--- src/design/ptfs_pkg.sv ---
// Shared types and constants for the priority task flag scheduler.
package ptfs_pkg;

  localparam int NUM_SLOTS = 16;
  localparam int IDX_W     = (NUM_SLOTS > 1) ? $clog2(NUM_SLOTS) : 1;
  localparam int SLOT_W    = 8;
  localparam int RUN_W     = 6;
  localparam int CNT_W     = 16;
  localparam logic [CNT_W-1:0] CNT_MAX = '1;

  typedef enum logic [1:0] {
    REQ_ADD     = 2'd0,
    REQ_REMOVE  = 2'd1,
    REQ_FLAG    = 2'd2,
    REQ_SERVICE = 2'd3
  } req_type_t;

  typedef struct packed {
    req_type_t          op;
    logic [SLOT_W-1:0]  slot;
  } req_t;

  typedef struct packed {
    logic              accepted;
    logic [RUN_W-1:0]  run_slot;
  } res_t;

  typedef struct packed {
    logic                  found;
    logic [NUM_SLOTS-1:0]  onehot;
    logic [IDX_W-1:0]      idx;
  } pick_t;

endpackage

--- src/design/ptfs_pick.sv ---
// Fixed-priority picker: lowest-numbered pending slot.
module ptfs_pick (
  input  logic [ptfs_pkg::NUM_SLOTS-1:0] pend,
  output ptfs_pkg::pick_t                pick
);

  always_comb begin
    pick.found  = |pend;
    pick.onehot = pend & (~pend + 1'b1);
    pick.idx    = '0;
    for (int i = ptfs_pkg::NUM_SLOTS - 1; i >= 0; i--) begin
      if (pend[i]) begin
        pick.idx = ptfs_pkg::IDX_W'(i);
      end
    end
  end

endmodule

--- src/design/ptfs_table.sv ---
// Slot table: occupied bits, pending counters and their per-transaction update.
module ptfs_table (
  input  logic            clk,
  input  logic            rst,
  input  logic            en,
  input  ptfs_pkg::req_t  req,
  output ptfs_pkg::res_t  res
);

  logic [ptfs_pkg::NUM_SLOTS-1:0] used;
  logic [ptfs_pkg::NUM_SLOTS-1:0] used_next;
  logic [ptfs_pkg::CNT_W-1:0]     cnt      [ptfs_pkg::NUM_SLOTS];
  logic [ptfs_pkg::CNT_W-1:0]     cnt_next [ptfs_pkg::NUM_SLOTS];
  logic [ptfs_pkg::NUM_SLOTS-1:0] pend;
  logic [ptfs_pkg::NUM_SLOTS-1:0] hit;
  logic [ptfs_pkg::NUM_SLOTS-1:0] stray;
  logic                           in_range;
  logic                           hit_used;
  ptfs_pkg::pick_t                pick;

  assign in_range = req.slot < ptfs_pkg::SLOT_W'(ptfs_pkg::NUM_SLOTS);

  always_comb begin
    for (int i = 0; i < ptfs_pkg::NUM_SLOTS; i++) begin
      pend[i]  = used[i] && (cnt[i] != '0);
      stray[i] = !used[i] && (cnt[i] != '0);
      hit[i]   = in_range && (req.slot[ptfs_pkg::IDX_W-1:0] == ptfs_pkg::IDX_W'(i));
    end
    hit_used = |(hit & used);
  end

  ptfs_pick u_pick (
    .pend (pend),
    .pick (pick)
  );

  always_comb begin
    used_next = used;
    res       = '0;
    for (int i = 0; i < ptfs_pkg::NUM_SLOTS; i++) begin
      cnt_next[i] = cnt[i];
    end
    unique case (req.op)
      ptfs_pkg::REQ_ADD: begin
        if (in_range && !hit_used) begin
          used_next    = used | hit;
          res.accepted = 1'b1;
        end
      end
      ptfs_pkg::REQ_REMOVE: begin
        used_next = used & ~hit;
        for (int i = 0; i < ptfs_pkg::NUM_SLOTS; i++) begin
          if (hit[i]) begin
            cnt_next[i] = '0;
          end
        end
      end
      ptfs_pkg::REQ_FLAG: begin
        res.accepted = hit_used;
        for (int i = 0; i < ptfs_pkg::NUM_SLOTS; i++) begin
          if (hit[i] && used[i] && cnt[i] != ptfs_pkg::CNT_MAX) begin
            cnt_next[i] = cnt[i] + 1'b1;
          end
        end
      end
      ptfs_pkg::REQ_SERVICE: begin
        res.accepted = pick.found;
        res.run_slot = ptfs_pkg::RUN_W'(pick.idx);
        for (int i = 0; i < ptfs_pkg::NUM_SLOTS; i++) begin
          if (pick.onehot[i]) begin
            cnt_next[i] = cnt[i] - 1'b1;
          end
        end
      end
      default: begin
        res = '0;
      end
    endcase
  end

  always_ff @(posedge clk) begin
    if (rst) begin
      used <= '0;
      for (int i = 0; i < ptfs_pkg::NUM_SLOTS; i++) begin
        cnt[i] <= '0;
      end
    end else if (en) begin
      used <= used_next;
      for (int i = 0; i < ptfs_pkg::NUM_SLOTS; i++) begin
        cnt[i] <= cnt_next[i];
      end
    end
  end

  // a free slot never holds pending work
  a_no_stray: assert property (@(posedge clk) disable iff (rst) stray == '0)
    else $error("pending count on free slot");

endmodule

--- src/design/priority_task_flag_scheduler.sv ---
// Top level of the priority task flag scheduler.
//
//   channel  dir  handshake             payload
//   req      in   req_valid/req_stall   req_type, slot
//   res      out  res_valid/res_stall   accepted, run_slot
//
// One transaction per cycle sustained while res_stall is low; a request passes
// the input register, then the table update and the result register.
// Reset (rst, synchronous) empties both registers and clears the slot table.
// A full input register stalls req only while the result register is held.
module priority_task_flag_scheduler (
  input  logic                         clk,
  input  logic                         rst,
  input  logic                         req_valid,
  output logic                         req_stall,
  input  logic [1:0]                   req_type,
  input  logic [ptfs_pkg::SLOT_W-1:0]  slot,
  output logic                         res_valid,
  input  logic                         res_stall,
  output logic                         accepted,
  output logic [ptfs_pkg::RUN_W-1:0]   run_slot
);

  logic            req_v;
  ptfs_pkg::req_t  req_q;
  logic            process;
  ptfs_pkg::res_t  res;

  assign process   = req_v && (!res_valid || !res_stall);
  assign req_stall = req_v && !process;

  always_ff @(posedge clk) begin
    if (rst) begin
      req_v <= 1'b0;
    end else if (!req_stall) begin
      req_v <= req_valid;
    end
  end

  always_ff @(posedge clk) begin
    if (req_valid && !req_stall) begin
      req_q.op   <= ptfs_pkg::req_type_t'(req_type);
      req_q.slot <= slot;
    end
  end

  ptfs_table u_table (
    .clk (clk),
    .rst (rst),
    .en  (process),
    .req (req_q),
    .res (res)
  );

  always_ff @(posedge clk) begin
    if (rst) begin
      res_valid <= 1'b0;
    end else if (process) begin
      res_valid <= 1'b1;
    end else if (!res_stall) begin
      res_valid <= 1'b0;
    end
  end

  always_ff @(posedge clk) begin
    if (process) begin
      accepted <= res.accepted;
      run_slot <= res.run_slot;
    end
  end

  a_run_zero: assert property (@(posedge clk) disable iff (rst)
    res_valid && !accepted |-> run_slot == '0)
    else $error("run_slot set on rejected transaction");

  a_run_range: assert property (@(posedge clk) disable iff (rst)
    res_valid |-> run_slot < ptfs_pkg::RUN_W'(ptfs_pkg::NUM_SLOTS))
    else $error("run_slot out of range");

  a_stall_held: assert property (@(posedge clk) disable iff (rst)
    req_stall |-> req_v && res_valid)
    else $error("req stalled with nothing held");

endmodule

--- config.mk ---
export PLATFORM = sky130hd
export DESIGN_NAME = priority_task_flag_scheduler
export DESIGN_NICKNAME = d
export VERILOG_FILES = /design/src/design/ptfs_pkg.sv /design/src/design/ptfs_pick.sv /design/src/design/ptfs_table.sv /design/src/design/priority_task_flag_scheduler.sv
export SDC_FILE = /design/constraint.sdc
export NUM_CORES = 1
export LEC_CHECK = 0
export ABC_AREA = 1
export BUFFER_PORTS_ARGS = -buffer_cell sky130_fd_sc_hd__buf_2
export CAP_MARGIN = 20
export CORE_MARGIN = 3
export CORE_UTILIZATION = 65
export CTS_CLUSTER_SIZE = 40
export DETAILED_ROUTE_END_ITERATION = 10
export PLACE_DENSITY = 0.82
export SLEW_MARGIN = 30
export SYNTH_ARGS = -nofsm -noshare
export SYNTH_HDL_FRONTEND = slang
export SYNTH_SLANG_ARGS = --single-unit
export TNS_END_PERCENT = 5
--- constraint.sdc ---
create_clock -name clk -period 7.5 [get_ports clk]
set_clock_uncertainty 0.05 [all_clocks]
set_input_delay 1.5 -clock clk [delete_from_list [all_inputs] [get_ports clk]]
set_output_delay 1.5 -clock clk [all_outputs]
set_load 0.05 [all_outputs]
After elaboration in Yosys (flattened, before gate mapping)
Memories as Yosys holds them, arrays and structs flattened.
Index checks and enable logic that the tools add are counted.
- register bits after elaboration: 35
- memory bits (writable): 256
- input bits: 14
- memories kept: 1
- memories (memory ; words ; bits a word ; rd ports ; clocked after memory_dff ; wr ports ; line ; text):
    u_table.cnt ; 16 ; 16 ; 16 ; 0 ; 16 ; ptfs_table.sv:12 ; logic [ptfs_pkg::CNT_W-1:0] cnt [ptfs_pkg::NUM_SLOTS];
- $add $sub $neg: 33
- $lt $le $gt $ge: 1
- equality and inequality tests: 36
- multiplexer cells: 91
- bitwise operators: 23
- reduce and logical (&&, ||, !) cells: 100
- operators by type and width (operator ; number):
    $mux W16 ; 65
    $pmux W256 S3 ; 1
    $add A16 B1 Y16 const B ; 17
    $ne A16 B16 Y1 const B ; 16
    $reduce_bool A16 Y1 ; 16
    $sub A16 B1 Y16 const B ; 16
    $logic_and A1 B1 Y1 ; 68
    $mux W4 ; 15
    $and A16 B16 Y16 ; 3
    $eq A4 B4 Y1 const B ; 8
    $not A16 Y16 ; 2
    $pmux W16 S2 ; 1
    $reduce_or A16 Y1 ; 2
    $eq A4 B3 Y1 const B ; 4
    $or A1 B1 Y1 ; 16
    $or A16 B16 Y16 ; 1
    $reduce_or A9 Y1 ; 1
    $eq A4 B2 Y1 const B ; 2
    $lt A8 B5 Y1 const B ; 1
    $mux W1 ; 8
    $logic_not A1 Y1 ; 5
    $reduce_or A5 Y1 ; 1
    $eq A2 B2 Y1 const B ; 2
    $eq A4 B1 Y1 const B ; 1
    11 further kinds ; 12

Logic depth before layout (Yosys ltp)
Gate-level depths: netlist (run 1).
An unclocked memory read counts as a cell.
- depth in word-level cells: 18
- mapped depth: 16
- mapped depth without buffers: 15

By module
From an unflattened synthesis (run 1), not the netlist that was laid out.
- cell total of the unflattened synthesis: 2881
- area, all modules: 23087.1 um^2
- by module, submodules not included (module ; times used ; cells each ; area each (um^2) ; seq. area each (um^2)):
    ptfs_table ; 1 ; 2780 ; 22141.2 ; 8007.7
    priority_task_flag_scheduler ; 1 ; 29 ; 601.8 ; 550.5
    ptfs_pick ; 1 ; 72 ; 344.1 ; 0.0

Least setup slack after synthesis (run 1)
No wires, ideal clock.
- path kind: reg2reg
- start point: reg req_q[8] (netlist name)
- end point: mem u_table.cnt[5][12] (netlist name), data pin
- library setup time: 253 ps
- data arrival time: 6486 ps
- slack: 711 ps
- stages on the path, launching flop included: 14
- path buffers: 2
- cell sequence: edfxtp_1 -> buf_2 -> nand2_2 -> buf_2 -> inv_1 -> ha_1 -> a21oi_1 -> a21oi_1 -> nor2_1 -> o21ai_0 -> a31oi_1 -> o21ai_0 -> nor2_1 -> nor2_1
- RTL lines (element ; line ; text):
    start: declaration ; priority_task_flag_scheduler.sv:25 ; ptfs_pkg::req_t req_q;
    end: declaration ; ptfs_table.sv:12 ;

==> run summary, run 1 <==
CP Max Fanout: 75
CP Buf/Inv Count: 3
Slew Limit Fails: 0
Post-place setup slack: 2.457 ns
Post-DP Area: 23640 µm²
Die W: 194.0 µm
Outcome: complete, no violations
Deepest clock path buffer count: 3
Ports placed on the boundary: 23
Switching power: 1.528 mW
Min Hold Slack: 0.4219 ns
DRT Pass-1 Iters: 7
Clock latency of the later-clocked register in the worst-skew pair: 0.53 ns
Placer congestion estimate: 1.022
Primary flip-flop cell chosen by synthesis mapping: edfxtp_1
DPL Wire Length: 39540 µm
Post-synth top area share: 35.42%
Root cell of the clock tree: clkbuf_16
Util after Layout: 71.67%
Detailed-route vias per instance: 6.257
Relative contribution of sequential cells to total power: 41.5%
Switching Share: 30.98%
Critical Path Slowest Stage Cell: buf_4
TNS Setup: 0 ns
Slew margin rel.: 37.01%
CTS H-tree lvls: 2
Total internal power: 3.403 mW
Cell types occupying the most area after synthesis: edfxtp_1 (35%), ha_1 (12%), a21oi_1 (11%), nand2_1 (6.7%), o21ai_0 (5.8%)
Warnings from Yosys: 0
Cell area after synthesis: 22980 µm²
Share of post-route cells with drive strength above 1: 5.062%
Post-route DRC: 0
Static leakage: 10.49 nW
Post-layout power: 4.930 mW
Wire per inst: 16.50 µm
PostCTS Resize Cnt: 0
Post-synth cell types: 49
FF+latch count, synth: 289
Syn Inst Count: 2898
Final Critical Period: 4.542 ns
Routing usage on met1: 38.82%
Final hold vios: 0
Number of antenna violations at the first check in global routing: 0
# nets final: 3191
Die ar.: 37640 µm²
DRC violation total after the first TritonRoute iteration: 1659
Clock Power Share: 37.1%
Setup violation total in the final timing report: 0
Setup repair after global routing missed its margin: false
Post-route worst setup slack: 2.958 ns
Met2 track utilization from global routing: 50.20%
Total routed wirelength: 56390 µm
Finished Cell Area: 24880 µm²
Startpoint type of the worst setup path: input pin
Endpoint kind of the worst setup timing path: flip-flop
Highest clock rate: 0.2202 GHz
Congestion Overflow GR: 0
Synthesized area divided by synthesized cell count: 7.929 µm²
Std cell rows: 68
Via count: 21386
CTS buffer count: 35
First-pass GRT wire length: 95620 µm
Setup slack, reg-to-reg: 3.18 ns
Count of buffers added by post-CTS timing repair for setup: 0
Core footprint: 34710 µm²
Fraction of registers with async set or reset after synthesis: 0%
Maximum number of pins on one net before global-route repair: 155
Largest delay contributor family on the critical path: buffers and inverters
CTS tree: yes
Part of the cycle the worst path needs: 60.56%
Max-capacitance violation count: 0
Slew at the pin closest to its max-slew limit: 0.9434 ns
Antenna Nets Post-Route: 0
List of cells traversed by the critical path: buf_2 > nor2_8 > inv_2 > nor2_4 > buf_4 > o21ai_0 > a21oi_1
Number of inserted filler cells in the final layout: 2697
Max stage delay on crit path: 0.77 ns
Arrival time at the worst endpoint: 4.86 ns
Combinational power share: 21.4%
CTS hold repair buffers: 0
Number of clock sinks: 289
Final cell count without fillers: 3418
IO Port Bufs: 20
Most heavily used metal layer in global routing: met2
Number of global-route vias before repair: 20696
Cell type with the largest total area after synthesis: edfxtp_1
Total GRT Usage: 29.32%
Reg clk slew, reported paths: 0.06 ns
Part of the Yosys area used for sequential elements: 36.99%
Layout-stage area growth over the synthesis result: 8.272%
Vertical die dimension: 194.0 µm
Global routing met3 resource utilization: 3.858%
Power density cells: 198.2 nW/µm²
Antenna cells: 0
EDFF count, synth: 271
Required time at the worst-slack endpoint: 7.82 ns
Peak ir drop on the vdd network: 0.1596 mV
Worst setup path class: input pin to flip-flop
Starting density of the core: 66.19%
Worst min-delay path category: flip-flop to flip-flop
Placed Cells incl. Taps: 3355
## power by group through the flow
stage               clock [mW]  combinational [mW]  sequential [mW]
finish                    1.83                1.06             2.04
global route              1.92                1.21             2.06
floorplan                    0               0.805             2.04
detailed placement           0                1.03             2.07
global placement             0               0.993             2.07
CTS                       1.85                1.04             2.04
## layout by cell type, fill, tap and decap left out, types with 6 or more instances in the layout
cell	instances
o31ai_1	30
nor3_1	47
o21ai_0	265
a31oi_1	23
nand2_2	6
buf_4	22
nand4_1	95
inv_1	258
o211ai_1	33
nand3_2	11
nor2_1	351
xor2_1	16
nor4_1	41
dfxtp_1	18
nand2_1	408
nand3_1	114
inv_2	6
clkinv_2	7
bufinv_16	6
fa_1	16
o21ai_1	10
o21a_1	68
buf_2	20
edfxtp_1	271
a21oi_1	494
o311ai_0	6
a21oi_2	10
nor2_2	9
clkbuf_16	37
ha_1	224
## layout make-up
class	instances	area [µm²]	area share (%)
clock buffer	45	985.9	3.963
clock inverter	18	246.5	0.9908
inverter	268	1021	4.104
multi-input combinational	2301	13290	53.43
sequential	289	8498	34.16
tap	455	569.3	2.288
timing repair buffer	42	265.3	1.066
## cell families (layout without fill, tap and decap cells)
group,after synthesis,in the layout,share of synthesized area [%]
AOI/OAI and AO/OA,947,947,22.55
and+or+nand+nor,1095,1095,20.96
DFF,289,289,36.99
xor gates and xnor gates,17,17,0.6480
buffers and inverters,309,373,5.249
other,1,2,0.01632
adders and majority gates,240,240,13.59
## synth_stat cells, drive strengths merged, types with 41 or more instances
library cell	number
nor4	41
o21ai	276
nand3	125
nor3	48
o21a	68
a21oi	504
inv	266
edfxtp	271
nand2	416
ha	224
nor2	362
nand4	95
## worst min-delay path: cells and delay by family, from the launching register on
family                 cells  cell delay (ns)
AOI/OAI and AO/OA          1             0.05
DFF                        1             0.32
buffers and inverters      1             0.07
## flip-flops by register name, summed over array words and instances, names as in the netlist, named ones only
register and flops:
u_table.cnt 256, req_q 10, run_slot 4, accepted 1
req_v 1, res_valid 1
## per-layer routing
layer  up-vias  wire, µm  share of wire, %
met2       728     26850                48
met3       124      3479               6.2
met4         0      1475               2.6
li1      10628         -                 -
met1      9906     24580                44
met5         -         0                 0
## worst paths after layout
check / start / to / cells past startpoint
setup / recovery: rst / u_table.cnt[8][7] / 7
hold / removal: flip-flop / flip-flop / 2
setup reg to reg: req_q[8] / u_table.cnt[4][12] / 13
hold reg to reg: flip-flop / flip-flop / 2
(Power assumes the default switching activity.)
==> run 2: changes to the inputs <==
ABC_AREA = 0   (was 1)
clock period = 4.7 ns   (was 7.5 ns; I/O delays follow)
==> run 2 against run 1 <==
Net effect: sequential share of layout area rose by 1.1 points; hold slack better by 0.043 ns; largest power group unchanged; synthesized cell count is 19% lower; design area is 3.0% lower; largest cell class unchanged; critical path type is now flip-flop to flip-flop; sequential cell count unchanged; highest routed layer unchanged.
==> run summary, run 2 <==
Outcome: complete, no violations
Share of synthesized cell area in and, or, nand and nor gates: 20.56%
Std cell rows: 67
DPL Wire Length: 36150 µm
Area of the multi-input gates: 13270 µm²
Synthesized area divided by synthesized cell count: 9.469 µm²
Antenna cells: 0
Cell area after synthesis: 22210 µm²
R2R cell count: 12
Arrival time at the worst endpoint: 3.90 ns
Required time at the worst-slack endpoint: 4.88 ns
Switching Share: 29.49%
CTS H-tree lvls: 2
Cell type with the largest total area after synthesis: edfxtp_1
Number of global-route vias before repair: 18046
Relative contribution of sequential cells to total power: 42.9%
Part of the Yosys area used for sequential elements: 38.27%
Mux share of post-synthesis cell area: 0.4057%
Ports placed on the boundary: 23
DRC violation total after the first TritonRoute iteration: 1646
Wire per inst: 17.93 µm
Antenna Nets Post-Route: 0
FF+latch count, synth: 289
Share of post-route cells with drive strength above 1: 5.510%
Metal-1 WL: 22260 µm
Slew margin rel.: 41.30%
Warnings from Yosys: 0
CP Max Fanout: 74
Startpoint type of the worst setup path: flip-flop
Worst min-delay path category: flip-flop to flip-flop
Worst setup path class: flip-flop to flip-flop
EDFF count, synth: 271
Most used standard cell by instance count after synthesis: nor2_1
Layout-stage area growth over the synthesis result: 8.638%
Setup violation total in the final timing report: 0
Area fraction in compound gates after synthesis: 17.60%
Post-synth top area share: 36.65%
Clock latency of the later-clocked register in the worst-skew pair: 0.54 ns
TNS Setup: 0 ns
Endpoint of the worst-slack reg-to-reg timing path: u_table.cnt[5][15]
Most common library cell in the layout ignoring fill and taps: nor2_1
CTS buffer count: 35
Via count: 18665
Metal2 WL: 24550 µm
First-pass GRT wire length: 85770 µm
Min Hold Slack: 0.4645 ns
Core footprint: 33620 µm²
Adder-cell share of the synthesized area: 14.06%
Cell types occupying the most area after synthesis: edfxtp_1 (37%), ha_1 (13%), nor2_1 (5.8%), xnor2_1 (4.5%), o21ai_0 (2.5%)
Root cell of the clock tree: clkbuf_16
Count of buffers added by post-CTS timing repair for setup: 0
Worst Setup EP: u_table.cnt[5][15]
Deepest clock path buffer count: 3
Top post-synthesis cells by count: nor2_1 (344), edfxtp_1 (271), ha_1 (224), nand2_1 (116), xnor2_1 (114)
IO Port Bufs: 20
Maximum number of pins on one net before global-route repair: 87
Vertical die dimension: 190.8 µm
Max-capacitance violation count: 0
DRT Pass-1 Iters: 6
Fraction of registers with async set or reset after synthesis: 0%
Number of antenna violations at the first check in global routing: 0
Total internal power: 5.302 mW
Setup repair after global routing missed its margin: false
Part of the cycle the worst path needs: 79.17%
Leading registers by flop count: u_table.cnt x256, req_q x10, run_slot x4
Post-synthesis share of cell area spent on xor and xnor gates: 6.824%
Switching power: 2.218 mW
Clock Power Share: 35.2%
Reg clk slew, reported paths: 0.06 ns
Number of clock sinks: 289
Final hold vios: 0
Combinational power share: 22.0%
Final Critical Period: 3.721 ns
Static leakage: 9.548 nW
Commonest non-fill, non-tap cells in the layout: nor2_1 (344), edfxtp_1 (271), ha_1 (224)
Area taken by flip-flops and latches: 8498 µm²
Largest register FFs: 256
Highest clock rate: 0.2687 GHz
Slew at the pin closest to its max-slew limit: 0.8724 ns
Setup slack, reg-to-reg: 0.98 ns
Die ar.: 36420 µm²
Critical R2R Launch: req_q[9]
Slew Limit Fails: 0
CTS hold repair buffers: 0
Die W: 190.8 µm
Combinational family with the most area after synthesis: simple AND/OR/NAND/NOR gates
# nets final: 2643
Total routed wirelength: 51320 µm
Detailed route wirelength on metal3: 2764 µm
Detailed-route vias per instance: 6.522
Total GRT Usage: 28.01%
Post-route DRC: 0
Top routing layer in use: met4
Number of inserted filler cells in the final layout: 2383
PostCTS Resize Cnt: 0
Power density cells: 311.7 nW/µm²
Peak ir drop on the vdd network: 0.2940 mV
CTS tree: yes
Syn Inst Count: 2345
Congestion Overflow GR: 0
Post-synth cell types: 63
Primary flip-flop cell chosen by synthesis mapping: edfxtp_1
Placer congestion estimate: 0.8915
Start point of the critical path: req_q[9]
Endpoint kind of the worst setup timing path: flip-flop
Starting density of the core: 66.06%
Top register by number of flip-flops: u_table.cnt
[run 2: cell count changes after synthesis, sizes merged, moves of 31 or more]
cell and delta:
nand3 -67, nand2b +31, nor2b +37, o21ai -164
a211oi +50, nor4 +31, nor3 +47, inv -186
a21oi -394, xnor2 +113, xor2 +43, nand2 -300
a21o +47
[run 2: final cells by class]
class                   instances  area share [%]
inverters                      81           1.291
well taps                     448           2.324
flip-flops and latches        289           35.23
multi-input cells            1930           55.01
repair buffers                 52           1.629
clock buffers                  49           3.890
clock inverters                13          0.6328
[run 2: metrics by stage]
| step | setup slack [ns] | cells | cell area [µm²] | utilization [%] | power, mW |
|---|---|---|---|---|---|
| after floorplan | 0.09946 | 2346 | 22210 | - | 4.520 |
| after global placement | 1.146 | 2798 | 22970 | 68.34 | 4.810 |
| after detailed placement | 1.032 | 2799 | 23000 | 68.43 | 4.888 |
| after CTS | 1.008 | 2861 | 24090 | 71.67 | 7.541 |
| after global routing | 0.6851 | 2862 | 24120 | 71.76 | 7.876 |
| final | 0.9789 | 2862 | 24120 | 71.76 | 7.520 |
[run 2: worst min-delay path by stage]
stage / start / end / slack, ns / cells after the start
after floorplan: req_v / res_valid / 0.40 / 2
after global placement: flip-flop / flip-flop / 0.42 / 2
after detailed placement: flip-flop / flip-flop / 0.44 / 2
after CTS: flip-flop / flip-flop / 0.45 / 2
after global routing: flip-flop / flip-flop / 0.50 / 2
final: req_v / res_valid / 0.46 / 2
[run 2: power by group through the flow]
stage          Combinational, mW  Sequential [mW]  Clock [mW]
2_1_floorplan               1.30             3.22           0
3_3_place_gp                1.55             3.26           0
3_5_place_dp                1.62             3.27           0
4_1_cts                     1.64             3.22        2.69
5_1_grt                     1.85             3.25        2.78
6_report                    1.65             3.22        2.65
[run 2: layer usage]
layer / global-route usage, % / vias up
li1: - / 9097
met4: 9.625 / 0
met3: 3.290 / 135
met1: 37.45 / 8875
met2: 47.48 / 558
met5: 0 / -
[run 2: logic make-up after synthesis]
family	after synthesis
other	1
adder cells (fa/ha/maj)	240
XOR/XNOR	173
multiplexers	9
buffers and inverters	127
AND/OR/NAND/NOR	932
flip-flops	289
AO/OA/AOI/OAI	574
[run 2: worst max-delay path: stages (launching register included)]
cell,delay [ns]
edfxtp_1,0.38
nand2_2,0.13
inv_8,0.41
buf_4,0.35
ha_1,0.32
o21a_1,0.21
a2111oi_2,0.48
o211ai_1,0.21
a41oi_1,0.31
o21bai_1,0.09
a21oi_1,0.22
xnor2_1,0.16
nor2_1,0.07
